==> src/rtl/axc_pkg.sv <==
// AES-128 XTS sector cipher: shared constants, command/status types, AES helpers.
// Used by the interfaces, the sequencer, the datapath and the top level; depends on nothing.
package axc_pkg;

  localparam int SECTOR_BLOCK_BITS_DEF = 17;
  localparam int SECTOR_BLOCKS_RST = 32;
  localparam int SKIP_BITS = 60;
  localparam int CNT_W = $clog2(SKIP_BITS);
  localparam int NUM_ROUNDS = 10;
  localparam int CFG_IDX_W = 3;
  localparam int CFG_DATA_W = 64;

  localparam logic [CFG_IDX_W-1:0] CFG_MODE = 3'd0;
  localparam logic [CFG_IDX_W-1:0] CFG_DKEY_LO = 3'd1;
  localparam logic [CFG_IDX_W-1:0] CFG_DKEY_HI = 3'd2;
  localparam logic [CFG_IDX_W-1:0] CFG_TKEY_LO = 3'd3;
  localparam logic [CFG_IDX_W-1:0] CFG_TKEY_HI = 3'd4;
  localparam logic [CFG_IDX_W-1:0] CFG_SBLK = 3'd5;

  localparam logic [7:0] XTS_POLY = 8'h87;

  localparam logic [3:0] OP_NONE = 4'd0;
  localparam logic [3:0] OP_LATCH = 4'd1;
  localparam logic [3:0] OP_DIV = 4'd2;
  localparam logic [3:0] OP_SADD = 4'd3;
  localparam logic [3:0] OP_TLOAD = 4'd4;
  localparam logic [3:0] OP_TRND = 4'd5;
  localparam logic [3:0] OP_DBL = 4'd6;
  localparam logic [3:0] OP_DLOAD = 4'd7;
  localparam logic [3:0] OP_ERND = 4'd8;
  localparam logic [3:0] OP_KFWD = 4'd9;
  localparam logic [3:0] OP_DDLOAD = 4'd10;
  localparam logic [3:0] OP_DRND = 4'd11;
  localparam logic [3:0] OP_FIN = 4'd12;

  typedef struct packed {
    logic [3:0] op;
    logic [3:0] rnd;
  } cmd_t;

  typedef struct packed {
    logic mode;
    logic wrap;
    logic dbl_zero;
    logic out_free;
  } sts_t;

  localparam logic [2047:0] SBOX_TBL = {
    128'h637c777bf26b6fc53001672bfed7ab76, 128'hca82c97dfa5947f0add4a2af9ca472c0,
    128'hb7fd9326363ff7cc34a5e5f171d83115, 128'h04c723c31896059a071280e2eb27b275,
    128'h09832c1a1b6e5aa0523bd6b329e32f84, 128'h53d100ed20fcb15b6acbbe394a4c58cf,
    128'hd0efaafb434d338545f9027f503c9fa8, 128'h51a3408f929d38f5bcb6da2110fff3d2,
    128'hcd0c13ec5f974417c4a77e3d645d1973, 128'h60814fdc222a908846eeb814de5e0bdb,
    128'he0323a0a4906245cc2d3ac629195e479, 128'he7c8376d8dd54ea96c56f4ea657aae08,
    128'hba78252e1ca6b4c6e8dd741f4bbd8b8a, 128'h703eb5664803f60e613557b986c11d9e,
    128'he1f8981169d98e949b1e87e9ce5528df, 128'h8ca1890dbfe6426841992d0fb054bb16};

  localparam logic [2047:0] ISBOX_TBL = {
    128'h52096ad53036a538bf40a39e81f3d7fb, 128'h7ce339829b2fff87348e4344c4dee9cb,
    128'h547b9432a6c2233dee4c950b42fac34e, 128'h082ea16628d924b2765ba2496d8bd125,
    128'h72f8f66486689816d4a45ccc5d65b692, 128'h6c704850fdedb9da5e154657a78d9d84,
    128'h90d8ab008cbcd30af7e45805b8b34506, 128'hd02c1e8fca3f0f02c1afbd0301138a6b,
    128'h3a9111414f67dcea97f2cfcef0b4e673, 128'h96ac7422e7ad3585e2f937e81c75df6e,
    128'h47f11a711d29c5896fb7620eaa18be1b, 128'hfc563e4bc6d279209adbc0fe78cd5af4,
    128'h1fdda8338807c731b11210592780ec5f, 128'h60517fa919b54a0d2de57a9f93c99cef,
    128'ha0e03b4dae2af5b0c8ebbb3c83539961, 128'h172b047eba77d626e169146355210c7d};

  function automatic logic [7:0] sub_fwd(input logic [7:0] x);
    return SBOX_TBL[8*(255 - int'(x)) +: 8];
  endfunction

  function automatic logic [7:0] sub_inv(input logic [7:0] x);
    return ISBOX_TBL[8*(255 - int'(x)) +: 8];
  endfunction

  function automatic logic [7:0] xt(input logic [7:0] b);
    return {b[6:0], 1'b0} ^ (b[7] ? 8'h1b : 8'h00);
  endfunction

  function automatic logic [7:0] rcon(input logic [3:0] n);
    logic [7:0] r;
    case (n)
      4'd1: r = 8'h01;
      4'd2: r = 8'h02;
      4'd3: r = 8'h04;
      4'd4: r = 8'h08;
      4'd5: r = 8'h10;
      4'd6: r = 8'h20;
      4'd7: r = 8'h40;
      4'd8: r = 8'h80;
      4'd9: r = 8'h1b;
      4'd10: r = 8'h36;
      default: r = 8'h00;
    endcase
    return r;
  endfunction

  // byte i of a 128-bit value sits at bits [8i+7:8i]
  function automatic logic [31:0] key_core(input logic [31:0] w, input logic [7:0] rc);
    return {sub_fwd(w[7:0]), sub_fwd(w[31:24]), sub_fwd(w[23:16]), sub_fwd(w[15:8]) ^ rc};
  endfunction

  function automatic logic [127:0] key_fwd(input logic [127:0] k, input logic [7:0] rc);
    logic [31:0] w0, w1, w2, w3;
    w0 = k[31:0] ^ key_core(k[127:96], rc);
    w1 = k[63:32] ^ w0;
    w2 = k[95:64] ^ w1;
    w3 = k[127:96] ^ w2;
    return {w3, w2, w1, w0};
  endfunction

  function automatic logic [127:0] key_inv(input logic [127:0] k, input logic [7:0] rc);
    logic [31:0] w0, w1, w2, w3;
    w3 = k[127:96] ^ k[95:64];
    w2 = k[95:64] ^ k[63:32];
    w1 = k[63:32] ^ k[31:0];
    w0 = k[31:0] ^ key_core(w3, rc);
    return {w3, w2, w1, w0};
  endfunction

  function automatic logic [127:0] enc_round(input logic [127:0] s, input logic last);
    logic [127:0] t, m;
    logic [7:0] a0, a1, a2, a3;
    for (int c = 0; c < 4; c++) begin
      for (int k = 0; k < 4; k++) begin
        t[8*(k+4*c) +: 8] = sub_fwd(s[8*(k + 4*((c + k) % 4)) +: 8]);
      end
    end
    for (int c = 0; c < 4; c++) begin
      a0 = t[32*c +: 8];
      a1 = t[32*c+8 +: 8];
      a2 = t[32*c+16 +: 8];
      a3 = t[32*c+24 +: 8];
      m[32*c +: 8] = xt(a0) ^ xt(a1) ^ a1 ^ a2 ^ a3;
      m[32*c+8 +: 8] = a0 ^ xt(a1) ^ xt(a2) ^ a2 ^ a3;
      m[32*c+16 +: 8] = a0 ^ a1 ^ xt(a2) ^ xt(a3) ^ a3;
      m[32*c+24 +: 8] = xt(a0) ^ a0 ^ a1 ^ a2 ^ xt(a3);
    end
    return last ? t : m;
  endfunction

  function automatic logic [127:0] dec_round(input logic [127:0] s, input logic [127:0] rk,
                                             input logic last);
    logic [127:0] u, m;
    logic [7:0] a [4];
    logic [7:0] x2 [4];
    logic [7:0] x4 [4];
    logic [7:0] x8 [4];
    for (int c = 0; c < 4; c++) begin
      for (int k = 0; k < 4; k++) begin
        u[8*(k+4*c) +: 8] = sub_inv(s[8*(k + 4*((c - k + 4) % 4)) +: 8]);
      end
    end
    u = u ^ rk;
    for (int c = 0; c < 4; c++) begin
      for (int j = 0; j < 4; j++) begin
        a[j] = u[32*c+8*j +: 8];
        x2[j] = xt(a[j]);
        x4[j] = xt(x2[j]);
        x8[j] = xt(x4[j]);
      end
      // rows of 14 11 13 9
      m[32*c +: 8] = (x8[0]^x4[0]^x2[0]) ^ (x8[1]^x2[1]^a[1]) ^ (x8[2]^x4[2]^a[2])
                     ^ (x8[3]^a[3]);
      m[32*c+8 +: 8] = (x8[0]^a[0]) ^ (x8[1]^x4[1]^x2[1]) ^ (x8[2]^x2[2]^a[2])
                       ^ (x8[3]^x4[3]^a[3]);
      m[32*c+16 +: 8] = (x8[0]^x4[0]^a[0]) ^ (x8[1]^a[1]) ^ (x8[2]^x4[2]^x2[2])
                        ^ (x8[3]^x2[3]^a[3]);
      m[32*c+24 +: 8] = (x8[0]^x2[0]^a[0]) ^ (x8[1]^x4[1]^a[1]) ^ (x8[2]^a[2])
                        ^ (x8[3]^x4[3]^x2[3]);
    end
    return last ? u : m;
  endfunction

  function automatic logic [127:0] gf_double(input logic [127:0] t);
    return {t[126:0], 1'b0} ^ {120'd0, (t[127] ? XTS_POLY : 8'h00)};
  endfunction

  function automatic logic [127:0] byte_rev(input logic [127:0] v);
    logic [127:0] r;
    for (int i = 0; i < 16; i++) begin
      r[8*i +: 8] = v[8*(15-i) +: 8];
    end
    return r;
  endfunction

endpackage

==> src/rtl/axc_ctrl.sv <==
// Sequencer for the XTS sector cipher: divide, tweak setup, AES rounds, result hand-off.
// Depends on axc_pkg for the command and status types.
module axc_ctrl (
  input  logic clk,
  input  logic rst,
  input  logic in_valid,
  input  logic start_req,
  output logic in_ready,
  input  axc_pkg::sts_t sts,
  output axc_pkg::cmd_t cmd
);

  localparam logic [3:0] S_IDLE = 4'd0;
  localparam logic [3:0] S_DIV = 4'd1;
  localparam logic [3:0] S_SADD = 4'd2;
  localparam logic [3:0] S_TLOAD = 4'd3;
  localparam logic [3:0] S_TRND = 4'd4;
  localparam logic [3:0] S_DBL = 4'd5;
  localparam logic [3:0] S_DLOAD = 4'd6;
  localparam logic [3:0] S_ERND = 4'd7;
  localparam logic [3:0] S_KFWD = 4'd8;
  localparam logic [3:0] S_DDLOAD = 4'd9;
  localparam logic [3:0] S_DRND = 4'd10;
  localparam logic [3:0] S_FIN = 4'd11;

  localparam logic [axc_pkg::CNT_W-1:0] DIV_LAST = axc_pkg::CNT_W'(axc_pkg::SKIP_BITS - 1);
  localparam logic [axc_pkg::CNT_W-1:0] RND_LAST = axc_pkg::CNT_W'(axc_pkg::NUM_ROUNDS);

  logic [3:0] state, state_next;
  logic [axc_pkg::CNT_W-1:0] cnt, cnt_next;
  logic from_fin, from_fin_next;

  always_ff @(posedge clk) begin
    if (rst) begin
      state <= S_IDLE;
      cnt <= '0;
      from_fin <= 1'b0;
    end else begin
      state <= state_next;
      cnt <= cnt_next;
      from_fin <= from_fin_next;
    end
  end

  always_comb begin
    state_next = state;
    cnt_next = cnt;
    from_fin_next = from_fin;
    in_ready = 1'b0;
    cmd.op = axc_pkg::OP_NONE;
    cmd.rnd = cnt[3:0];
    case (state)
      S_IDLE: begin
        in_ready = 1'b1;
        if (in_valid) begin
          cmd.op = axc_pkg::OP_LATCH;
          from_fin_next = 1'b0;
          cnt_next = '0;
          state_next = start_req ? S_DIV : S_DLOAD;
        end
      end
      S_DIV: begin
        cmd.op = axc_pkg::OP_DIV;
        cnt_next = cnt + 1'b1;
        if (cnt == DIV_LAST) state_next = S_SADD;
      end
      S_SADD: begin
        cmd.op = axc_pkg::OP_SADD;
        state_next = S_TLOAD;
      end
      S_TLOAD: begin
        cmd.op = axc_pkg::OP_TLOAD;
        cnt_next = axc_pkg::CNT_W'(1);
        state_next = S_TRND;
      end
      S_TRND: begin
        cmd.op = axc_pkg::OP_TRND;
        cnt_next = cnt + 1'b1;
        if (cnt == RND_LAST) state_next = from_fin ? S_IDLE : S_DBL;
      end
      S_DBL: begin
        if (sts.dbl_zero) begin
          state_next = S_DLOAD;
        end else begin
          cmd.op = axc_pkg::OP_DBL;
        end
      end
      S_DLOAD: begin
        cmd.op = axc_pkg::OP_DLOAD;
        cnt_next = axc_pkg::CNT_W'(1);
        state_next = sts.mode ? S_ERND : S_KFWD;
      end
      S_ERND: begin
        cmd.op = axc_pkg::OP_ERND;
        cnt_next = cnt + 1'b1;
        if (cnt == RND_LAST) state_next = S_FIN;
      end
      S_KFWD: begin
        cmd.op = axc_pkg::OP_KFWD;
        cnt_next = cnt + 1'b1;
        if (cnt == RND_LAST) state_next = S_DDLOAD;
      end
      S_DDLOAD: begin
        cmd.op = axc_pkg::OP_DDLOAD;
        cnt_next = axc_pkg::CNT_W'(1);
        state_next = S_DRND;
      end
      S_DRND: begin
        cmd.op = axc_pkg::OP_DRND;
        cnt_next = cnt + 1'b1;
        if (cnt == RND_LAST) state_next = S_FIN;
      end
      S_FIN: begin
        if (sts.out_free) begin
          cmd.op = axc_pkg::OP_FIN;
          if (sts.wrap) begin
            from_fin_next = 1'b1;
            state_next = S_TLOAD;
          end else begin
            state_next = S_IDLE;
          end
        end
      end
      default: state_next = S_IDLE;
    endcase
  end

endmodule

==> config.mk <==
export PLATFORM = sky130hd
export DESIGN_NAME = axc_ctrl
export DESIGN_NICKNAME = d
export VERILOG_FILES = /design/src/rtl/axc_pkg.sv /design/src/rtl/axc_ctrl.sv
export SDC_FILE = /design/constraint.sdc
export NUM_CORES = 1
export LEC_CHECK = 0
export CORE_AREA = 2 2 50 52
export CTS_CLUSTER_DIAMETER = 60
export CTS_CLUSTER_SIZE = 40
export DETAILED_ROUTE_END_ITERATION = 8
export DIE_AREA = 0 0 52 54
export DONT_BUFFER_PORTS = 1
export GPL_ROUTABILITY_DRIVEN = 1
export PLACE_DENSITY_LB_ADDON = 0.25
export SLEW_MARGIN = 20
export SYNTH_ARGS = -nofsm -noshare
export SYNTH_HDL_FRONTEND = slang
export SYNTH_SLANG_ARGS = --single-unit
==> constraint.sdc <==
create_clock -name clk -period 4.1 [get_ports clk]
set_input_delay 0.82 -clock clk [delete_from_list [all_inputs] [get_ports clk]]
set_output_delay 0.82 -clock clk [all_outputs]
set_load 0.01 [all_outputs]
==> key figures, run 1 <==
Floorplan
  – Rows: 18
  – DIE AREA: between 2000 and 3000 sq um
  – Initial cell density of the core: 42.2%
  – Die X: 52 um
  – Boundary pin count: 17
  – CORE AREA: 2320 sq um
  – Chip height: 54 um

Drt
  – Avg Vias per Cell: 6.35
  – Via count: 972
  – Antenna-violating nets left: 0
  – DRC errors left: 0
  – Drt wl/cell: between 15 and 20 um
  – Pre-antenna DRT Iters: 4
  – Detailed Route Iter0 Violations: 17
  – Final wirelength: 2.45 mm

GRT
  – Vias in the first global route: 793
  – GRT met1 Usage: 26.2%
  – M3 GR Usage: under 10%
  – Initial antenna violation count: 0
  – Grt met2 use: ~29%
  – GRT Total Usage: 19.5%
  – Busiest grt layer: met2
  – Wire length of the first global-routing pass: around 4.1 mm
  – Largest net degree at the start of global routing: 30
  – Total gr overflow: 0

Clock network
  – Clock-pin transition on the worst setup and hold timing paths: 70 ps
  – Clock buffer depth: 2
  – Post-CTS Resized: 0
  – Post-CTS setup repair buffer count: 0
  – H-Tree Depth: 1
  – CTS tree: done
  – TritonCTS Buffers: 3
  – Clk root buf: clkbuf_4
  – Skew-Pair Late Insertion Delay: 280 ps
  – CTS sink count: 11
  – Hold-fix buffers at CTS: 0

Cells and area
  – Commonest cells after routing, fill and taps aside: a21oi_1 (13), nor2_1 (11), dfxtp_1 (11)
  – Layout Nets: roughly 130
  – Layout area overhead: -1.79%
  – Most common cell after layout, fill and taps aside: a21oi_1
  – Multi-input logic area: 659 sq um
  – Seq. cell area: 220 sq um
  – Ant. Diodes: 0
  – Final Cell Area: 962 sq um
  – Layout cell share with drive strength beyond 1: 4.07%
  – Layout fillers: 243

Placement
  – Placed Area: 936 sq um
  – IO Port Bufs: 0
  – Placer Congestion: 0.808
  – Hpwl dp: 1.68 mm
  – Worst slack, placed: roughly 1700 ps

Run
  – Max Cap Viol: 0

Synth
  – Synth Flop Type: dfxtp_1
  – Mapped cell area: between 900 and 1000 sq um
  – Post-synthesis register bit count: 11
  – Mapped Cells: 134
  – Async set or reset register ratio after synthesis: 0%
  – Largest cells by area after synthesis: dfxtp_1 (22%), a21oi_1 (6.6%), nand2b_1 (5.1%)
  – Number of flops mapped to enable cells by yosys: 0
  – Share of the synthesized area in the top cell type: 22.5%
  – Seq/Total Area, Yosys: approximately 22%
  – Mean Syn Cell Area: 7.31 sq um
  – Post-Synthesis Net Count: 144
  – Synth area leader: dfxtp_1
  – Yosys Warn Count: 0
  – Library cells used by synthesis: 42

Pwr
  – Clock Power Share: 11.6%
  – Switching Fraction: between 50% and 60%
  – Sequential cell fraction of total power: 34.5%
  – Int Pwr: 324 uW
  – Leak: a little over 0.3 nW
  – VDD IR max: just under 300 uV
  – Net Switching: ~350 uW
  – Combinational power share: 53.9%
  – PwrDens: 697 nW/um^2

Timing
  – Relative slew slack: a little over two fifths
  – Hold_ws: about 520 ps
  – Final slew viol count: 0
  – Final Critical Period: ~2800 ps
  – Clock Skew: 5.41 ps
  – Final critical-path setup slack: ~1300 ps
  – Setup TNS: 0 ps
  – Final setup violation count: 0
  – Crit share post-route: 67.3%
  – Hold Vio Cnt, Final: 0
  – Fmax achieved: 363 MHz
  – Worst Max-Slew Pin Slew: 842 ps
  – RSZ-0062 raised after global routing: false

Worst setup path
  – CP Launch Type: flop
  – Required time worst endpoint: 3280 ps
  – Crit. End Element: output pin
  – Setup CP Type: reg2out
  – Worst Path Max Fanout: 29
  – Arr. time, crit path: 1940 ps

Run status
  – Status: finished clean

Min path
  – Hold Path Class: reg2reg
==> power by group through the flow <==
stage / clock network [mW] / registers [mW] / logic [mW]
after floorplan: 0 / 0.152 / 0.387
after global placement: 0 / 0.227 / 0.360
after detailed placement: 0 / 0.230 / 0.359
after CTS: 0.0802 / 0.229 / 0.360
after global routing: 0.0881 / 0.243 / 0.402
final: 0.0777 / 0.231 / 0.362
==> metrics by stage <==
stage                     instances  util (%)  total power [mW]
final                           153      41.5             0.671
after global routing            153      41.5             0.734
after CTS                       153      41.5             0.669
after detailed placement        149      40.3             0.589
after global placement          149      40.3             0.587
after floorplan                 134         -             0.539
==> logic make-up (layout without fill, tap and decap cells) <==
kind of cell	after synthesis	count (layout)	synth area share [%]
flops	11	11	22.5
buf+inv	20	9	10.2
simple gates	48	48	27.2
fa+ha+maj	2	2	2.55
compound gates	49	49	33.7
mux	2	2	2.04
xor+xnor	2	2	1.79
==> layer usage <==
metal / share of wire, % / vias up
met4: 1.4 / 0
met3: 6.9 / 4
met1: 46 / 446
li1: - / 485
met2: 45 / 37
met5: 0 / -
==> flip-flops by register name (all words and copies together) (netlist names) <==
signal and cells:
state 4, from_fin 1, cnt 6
==> path summary, 6_finish.rpt <==
kind                                from       end  slack [ps]  depth (start not counted)
worst max-delay path            state[0]    cmd[6]        1340                          4
worst min-delay path              cnt[5]    cnt[5]         520                          1
worst max register to register  state[1]  state[0]        1840                          5
worst min register to register    cnt[5]    cnt[5]         520                          1
==> critical path: stages (launching register included) <==
cell and delay (ps):
dfxtp_1 870, nand2_1 290, nand2_1 170, o21ai_0 90, o32ai_1 240
==> synth_stat cells, drive strengths merged, types with 4 or more instances <==
| library cell | number |
|---|---|
| or4 | 4 |
| o31ai | 4 |
| nand2b | 8 |
| dfxtp | 11 |
| nand2 | 7 |
| o21ai | 10 |
| a311oi | 4 |
| a21oi | 13 |
| clkbuf | 4 |
| nor2 | 11 |
| buf | 11 |
| nor3 | 4 |
| inv | 4 |
==> final cells by class <==
type | count | area share, %
multi-input cells | 103 | 68.5
flip-flops and latches | 11 | 22.9
well taps | 30 | 3.90
clock buffers | 4 | 2.73
inverters | 5 | 1.95
Power figures use the tool's default switching activity.
==> inputs of run 2 (changes only) <==
==> constraint.sdc (replaced) <==
create_clock -name clk -period 2.8 [get_ports clk]
set_input_delay 0.56 -clock clk [delete_from_list [all_inputs] [get_ports clk]]
set_output_delay 0.56 -clock clk [all_outputs]
set_load 0.01 [all_outputs]
==> run 2 against run 1 <==
Effect of this change: final cell count is 2.0% higher; routed wire length is 2.0% lower; worst setup slack worse by 740 ps; register-to-register slack worse by 1100 ps; global-route usage is 0.072 points lower; critical path depth is 1 lower; clock power is 48% higher; critical endpoint is now cmd[4]; design area is 2.3% higher; sequential power is 28% higher; first-iteration DRC count is 140% higher; highest routed layer unchanged; die area stayed put.
==> key figures, run 2 (same netlist as run 1, synthesis figures left out) <==
Worst setup path
  – FF-to-FF End: state[3]
  – Worst Setup EP: cmd[4]
  – Setup CP Type: reg2out
  – Required time worst endpoint: 2240 ps
  – Worst Path Max Fanout: 17
  – CP startpoint: state[2]
  – Reg2reg start: state[2]
  – Register-to-register setup slack: 710 ps
  – Reg2reg path depth: 5
  – Crit. End Element: output pin
  – CP Launch Type: flop
  – Arr. time, crit path: 1640 ps

Timing
  – Hold Vio Cnt, Final: 0
  – RSZ-0062 raised after global routing: false
  – Relative slew slack: 59.0%
  – Worst Max-Slew Pin Slew: between 600 and 700 ps
  – Final slew viol count: 0
  – Clock Skew: 4.39 ps
  – Fmax achieved: 455 MHz
  – Setup TNS: 0 ps
  – Crit share post-route: 78.4%
  – Final Critical Period: between 2000 and 2500 ps
  – Final setup violation count: 0

Drt
  – Avg Vias per Cell: 6.24
  – Final wirelength: 2.40 mm
  – Via count: 973
  – DRC errors left: 0
  – Pre-antenna DRT Iters: 4
  – Antenna-violating nets left: 0
  – Detailed Route Iter0 Violations: 41
  – Drt wl/cell: 15.4 um

GRT
  – GRT Total Usage: 19.4%
  – Total gr overflow: 0
  – Vias in the first global route: 895
  – Largest net degree at the start of global routing: 18
  – Wire length of the first global-routing pass: slightly above 4 mm
  – Initial antenna violation count: 0

Clock network
  – Clock-pin transition on the worst setup and hold timing paths: 80 ps
  – Skew-Pair Late Insertion Delay: between 200 and 300 ps
  – CTS tree: done
  – Post-CTS Resized: 0
  – Clock buffer depth: 2
  – Clk root buf: clkbuf_4
  – Hold-fix buffers at CTS: 0
  – CTS sink count: 11
  – H-Tree Depth: 1
  – TritonCTS Buffers: 3
  – Post-CTS setup repair buffer count: 0

Cells and area
  – Final Non-Filler Cells: ~160
  – Final Cell Area: about 980 sq um
  – Layout fillers: 249
  – Multi-input logic area: 659 sq um
  – Most common cell after layout, fill and taps aside: a21oi_1
  – Commonest cells after routing, fill and taps aside: a21oi_1 (13), nor2_1 (11), dfxtp_1 (11)
  – Seq. cell area: 220 sq um
  – Largest register FFs: 6
  – Largest Register: cnt
  – Regs by FF count: cnt (6), state (4), from_fin (1)
  – Ant. Diodes: 0
  – Layout cell share with drive strength beyond 1: 6.35%
  – Layout Nets: between 100 and 150
  – Layout area overhead: 0.511%

Pwr
  – Combinational power share: between 50 and 60%
  – VDD IR max: 413 uV
  – Switching Fraction: 50.7%
  – Int Pwr: 495 uW
  – PwrDens: 1020 nW/um^2
  – Leak: 0.317 nW
  – Sequential cell fraction of total power: between 20 and 30%
  – Net Switching: 509 uW
  – Clock Power Share: a little under an eighth

Floorplan
  – Rows: 18
  – Boundary pin count: 17
  – DIE AREA: 2810 sq um
  – CORE AREA: 2320 sq um
  – Die X: 52 um
  – Chip height: 54 um
  – Initial cell density of the core: 42.2%

Run
  – Max Cap Viol: 0

Placement
  – IO Port Bufs: 0
  – Placed Area: 958 sq um
  – Hpwl dp: roughly 1.8 mm
  – Placed instance count: ~150
  – Placer Congestion: around 0.85

Run status
  – Status: finished clean

Min path
  – Hold Path Class: in2reg
[run 2: cell count changes in the layout (fill, tap and decap cells not counted), sizes merged]
cell,change
buf,+3
[run 2: how the worst min path moves through the flow]
stage / depth (start not counted) / startpoint / to
2_1_floorplan: 1 / cnt[5] / cnt[5]
3_3_place_gp: 1 / cnt[5] / cnt[5]
3_5_place_dp: 1 / cnt[4] / cnt[4]
4_1_cts: 1 / rst / cnt[1]
5_1_grt: 1 / rst / cnt[1]
6_report: 1 / rst / cnt[1]
[run 2: power by group through the flow]
stage | clock network, mW | logic (mW) | registers, mW
3_3_place_gp | 0 | 0.585 | 0.297
5_1_grt | 0.125 | 0.672 | 0.309
2_1_floorplan | 0 | 0.567 | 0.222
6_report | 0.115 | 0.593 | 0.296
4_1_cts | 0.118 | 0.593 | 0.295
3_5_place_dp | 0 | 0.589 | 0.297
[run 2: cell type report]
cell class | instances | share of cell area (%)
multi-input cells | 103 | 67.0
flip-flops and latches | 11 | 22.4
well taps | 30 | 3.81
clock buffers | 4 | 2.67
repair buffers | 3 | 2.29
inverters | 5 | 1.91
[run 2: routing by layer]
layer,vias up,wire length (um),GRT usage [%]
li1,494,-,-
met1,441,1100,24.2
met2,32,1100,32.3
met3,6,149,4.17
met4,0,51,7.89
met5,-,0,0
[run 2: metrics by stage]
stage          setup slack [ps]  hold slack (ps)  power (mW)  utilization, %
5_1_grt                     404              336        1.11            42.4
3_3_place_gp                820              495       0.883            41.3
3_5_place_dp                729              516       0.887            41.3
2_1_floorplan               820              466       0.789               -
6_report                    604              345        1.00            42.4
4_1_cts                     589              338        1.01            42.4
[run 2: worst max-delay path, stage by stage (launching register included)]
cell and delay, ps:
dfxtp_1 660, or2_1 290, nor3_1 70, a211oi_1 350
==> inputs of run 3 (changes only) <==
--- a/config.mk
+++ b/config.mk
@@ -5,11 +5,12 @@
 export SDC_FILE = /design/constraint.sdc
 export NUM_CORES = 1
 export LEC_CHECK = 0
-export CORE_AREA = 2 2 50 52
+export ABC_AREA = 1
+export CORE_AREA = 2 2 49 51
 export CTS_CLUSTER_DIAMETER = 60
 export CTS_CLUSTER_SIZE = 40
 export DETAILED_ROUTE_END_ITERATION = 8
-export DIE_AREA = 0 0 52 54
+export DIE_AREA = 0 0 51 53
 export DONT_BUFFER_PORTS = 1
 export GPL_ROUTABILITY_DRIVEN = 1
 export PLACE_DENSITY_LB_ADDON = 0.25
==> constraint.sdc (replaced) <==
create_clock -name clk -period 1.9 [get_ports clk]
set_input_delay 0.38 -clock clk [delete_from_list [all_inputs] [get_ports clk]]
set_output_delay 0.38 -clock clk [all_outputs]
set_load 0.01 [all_outputs]
==> run 3 against run 2 <==
Effect of this change: worst setup slack worse by 530 ps; synthesized area is 6.3% lower; clock power is 43% higher; clock skew up 1.3 ps; hold slack worse by 180 ps; clock-buffer cell count stayed put; final cell count increased by 18%; total power up 4.3%; global-route usage decreased by 1.2 points; combinational power decreased by 4.0%; die area fell by 3.7%; first-iteration DRC count is 24% lower.
==> key figures, run 3 <==
Timing
  – Relative slew slack: 76.5%
  – RSZ-0062 raised after global routing: false
  – Crit share post-route: 96.1%
  – Final setup violation count: 0
  – Worst Max-Slew Pin Slew: 353 ps
  – Clock Skew: about 5.7 ps
  – Hold Vio Cnt, Final: 0
  – Final slew viol count: 0
  – Final Critical Period: around 1800 ps
  – Fmax achieved: approximately 550 MHz
  – Setup TNS: 0 ps
  – Hold_ws: 168 ps

Cells and area
  – Layout fillers: between 200 and 250
  – Largest Register: cnt
  – Largest register FFs: 6
  – Ant. Diodes: 0
  – Layout Nets: 167
  – Layout cell share with drive strength beyond 1: 10.3%
  – Layout area overhead: 5.45%
  – Commonest cells after routing, fill and taps aside: nand2_1 (35), inv_1 (23), nor2_1 (21)
  – Most common cell after layout, fill and taps aside: nand2_1
  – Regs by FF count: cnt (6), state (4), from_fin (1)

Floorplan
  – Boundary pin count: 17
  – Die X: 51 um
  – Initial cell density of the core: between 40 and 50%
  – Rows: 17
  – CORE AREA: 2150 sq um
  – DIE AREA: 2700 sq um
  – Chip height: approximately 53 um

Drt
  – Final wirelength: 2.27 mm
  – Avg Vias per Cell: between 5 and 6
  – Antenna-violating nets left: 0
  – Drt wl/cell: 12.3 um
  – DRC errors left: 0
  – Via count: 957
  – Detailed Route Iter0 Violations: 31
  – Pre-antenna DRT Iters: 4

Worst setup path
  – Crit. End Element: output pin
  – Worst Path Max Fanout: 5
  – Slowest CP cell: dfxtp_1
  – Reg2reg path depth: 7
  – Register-to-register setup slack: 320 ps
  – Required time worst endpoint: 1520 ps
  – Max incr delay on CP: 430 ps
  – CP Cell Sequence: inv_1 -> nor2_1 -> nand2_1 -> o21a_1 -> nand4_1
  – Arr. time, crit path: 1450 ps
  – CP Launch Type: flop
  – Setup CP Type: reg2out

Synth
  – Mapped Cells: roughly 160
  – Post-Synthesis Net Count: 166
  – Synth Flop Type: dfxtp_1
  – Async set or reset register ratio after synthesis: 0%
  – Yosys Warn Count: 0
  – Number of flops mapped to enable cells by yosys: 0
  – Mean Syn Cell Area: 5.89 sq um
  – Synth area leader: dfxtp_1
  – Commonest cells post-synth: nand2_1 (35), nor2_1 (25), inv_1 (23), nand3_1 (19)
  – Share of the synthesized area in the top cell type: 24.0%
  – Library cells used by synthesis: 22
  – Largest cells by area after synthesis: dfxtp_1 (24%), nand2_1 (14%), nand3_1 (10%)
  – Seq/Total Area, Yosys: 24.0%
  – Mapped cell area: 918 sq um
  – Most common cell in the netlist: nand2_1
  – Post-synthesis register bit count: 11

Clock network
  – Clock-pin transition on the worst setup and hold timing paths: about 80 ps
  – TritonCTS Buffers: 3
  – Hold-fix buffers at CTS: 0
  – Skew-Pair Late Insertion Delay: roughly 270 ps
  – CTS tree: done
  – Clk root buf: clkbuf_4
  – CTS sink count: 11
  – Clock buffer depth: 2
  – H-Tree Depth: 1

Placement
  – Hpwl dp: 1.77 mm
  – IO Port Bufs: 0
  – Placer Congestion: 0.884

Pwr
  – VDD IR max: 441 uV
  – Overall Power: around 1.0 mW
  – Leak: 0.497 nW
  – PwrDens: 1080 nW/um^2

Min path
  – Hold Crit Depth: 1
  – Hold Path Class: in2reg

GRT
  – Largest net degree at the start of global routing: 11
  – Total gr overflow: 0
  – Vias in the first global route: 804
  – GRT Total Usage: 18.1%
  – Initial antenna violation count: 0
  – Wire length of the first global-routing pass: 3.57 mm

Run
  – Max Cap Viol: 0

Run status
  – Status: finished clean
[run 3: changes by cell type in the layout (fill, tap and decap cells not counted), moves of 6 or more]
| cell | change |
|---|---|
| nand2b_1 | -8 |
| o21ai_0 | -6 |
| nand3_1 | +16 |
| nand4_1 | +7 |
| inv_1 | +19 |
| nor2_1 | +10 |
| nand2_1 | +28 |
[run 3: through the flow]
stage | setup slack (ps) | instance area (sq um) | instances | utilization [%]
5_1_grt | 3.11 | 968 | 184 | 45.1
2_1_floorplan | 487 | 918 | 156 | -
6_report | 74.7 | 968 | 184 | 45.1
3_3_place_gp | 334 | 927 | 180 | 43.2
4_1_cts | 23.5 | 956 | 184 | 44.5
3_5_place_dp | 294 | 927 | 180 | 43.2
[run 3: final cells by class]
type	count	area, sq um	share of cell area, %
inverter	24	90.1	9.30
multi-input combinational	116	589	60.9
timing repair buffer	1	7.51	0.775
tap	28	35.0	3.62
sequential	11	220	22.7
clock buffer	4	26.3	2.71
[run 3: path summary, 6_finish.rpt]
| path | startpoint | endpoint |
|---|---|---|
| hold reg to reg | from_fin | from_fin |
| setup / recovery | state[1] | cmd[5] |
| setup reg to reg | state[3] | cnt[0] |
| hold / removal | rst | cnt[5] |
[run 3: worst max-delay path: cells and delay by family (launching register included)]
family | cells | cell delay, ps
AOI/OAI and AO/OA | 1 | 160
buffers and inverters | 1 | 80
DFF | 1 | 430
and+or+nand+nor | 3 | 500
[run 3: what timing repair did]
item | 4_1_cts | 5_1_grt
endpoints found under the setup margin | 1 | 2
endpoints found under the hold margin | 0 | 0
gates cloned | 0 | 0
gates resized for setup | 1 | 4
setup buffers | 0 | 0
[run 3: routing by layer]
metal	vias up	track usage, %	wire [um]
met3	4	5.65	171
met4	0	9.46	31
met5	-	0	0
met2	32	29.0	1020
li1	497	-	-
met1	424	21.7	1040
[run 3: power breakdown]
| group | internal [mW] | switching, mW | total [mW] |
|---|---|---|---|
| clock | 0.0813 | 0.0825 | 0.164 |
| combinational | 0.179 | 0.390 | 0.569 |
| sequential | 0.268 | 0.0471 | 0.315 |
| total | 0.529 | 0.519 | 1.05 |
[run 3: kinds of logic after synthesis]
family	count (synthesis)	share of synthesized area, %
XOR/XNOR	1	0.954
adder cells (fa/ha/maj)	2	2.72
AND/OR/NAND/NOR	98	50.1
AO/OA/AOI/OAI	15	8.72
flip-flops	11	24.0
buffers and inverters	29	13.5
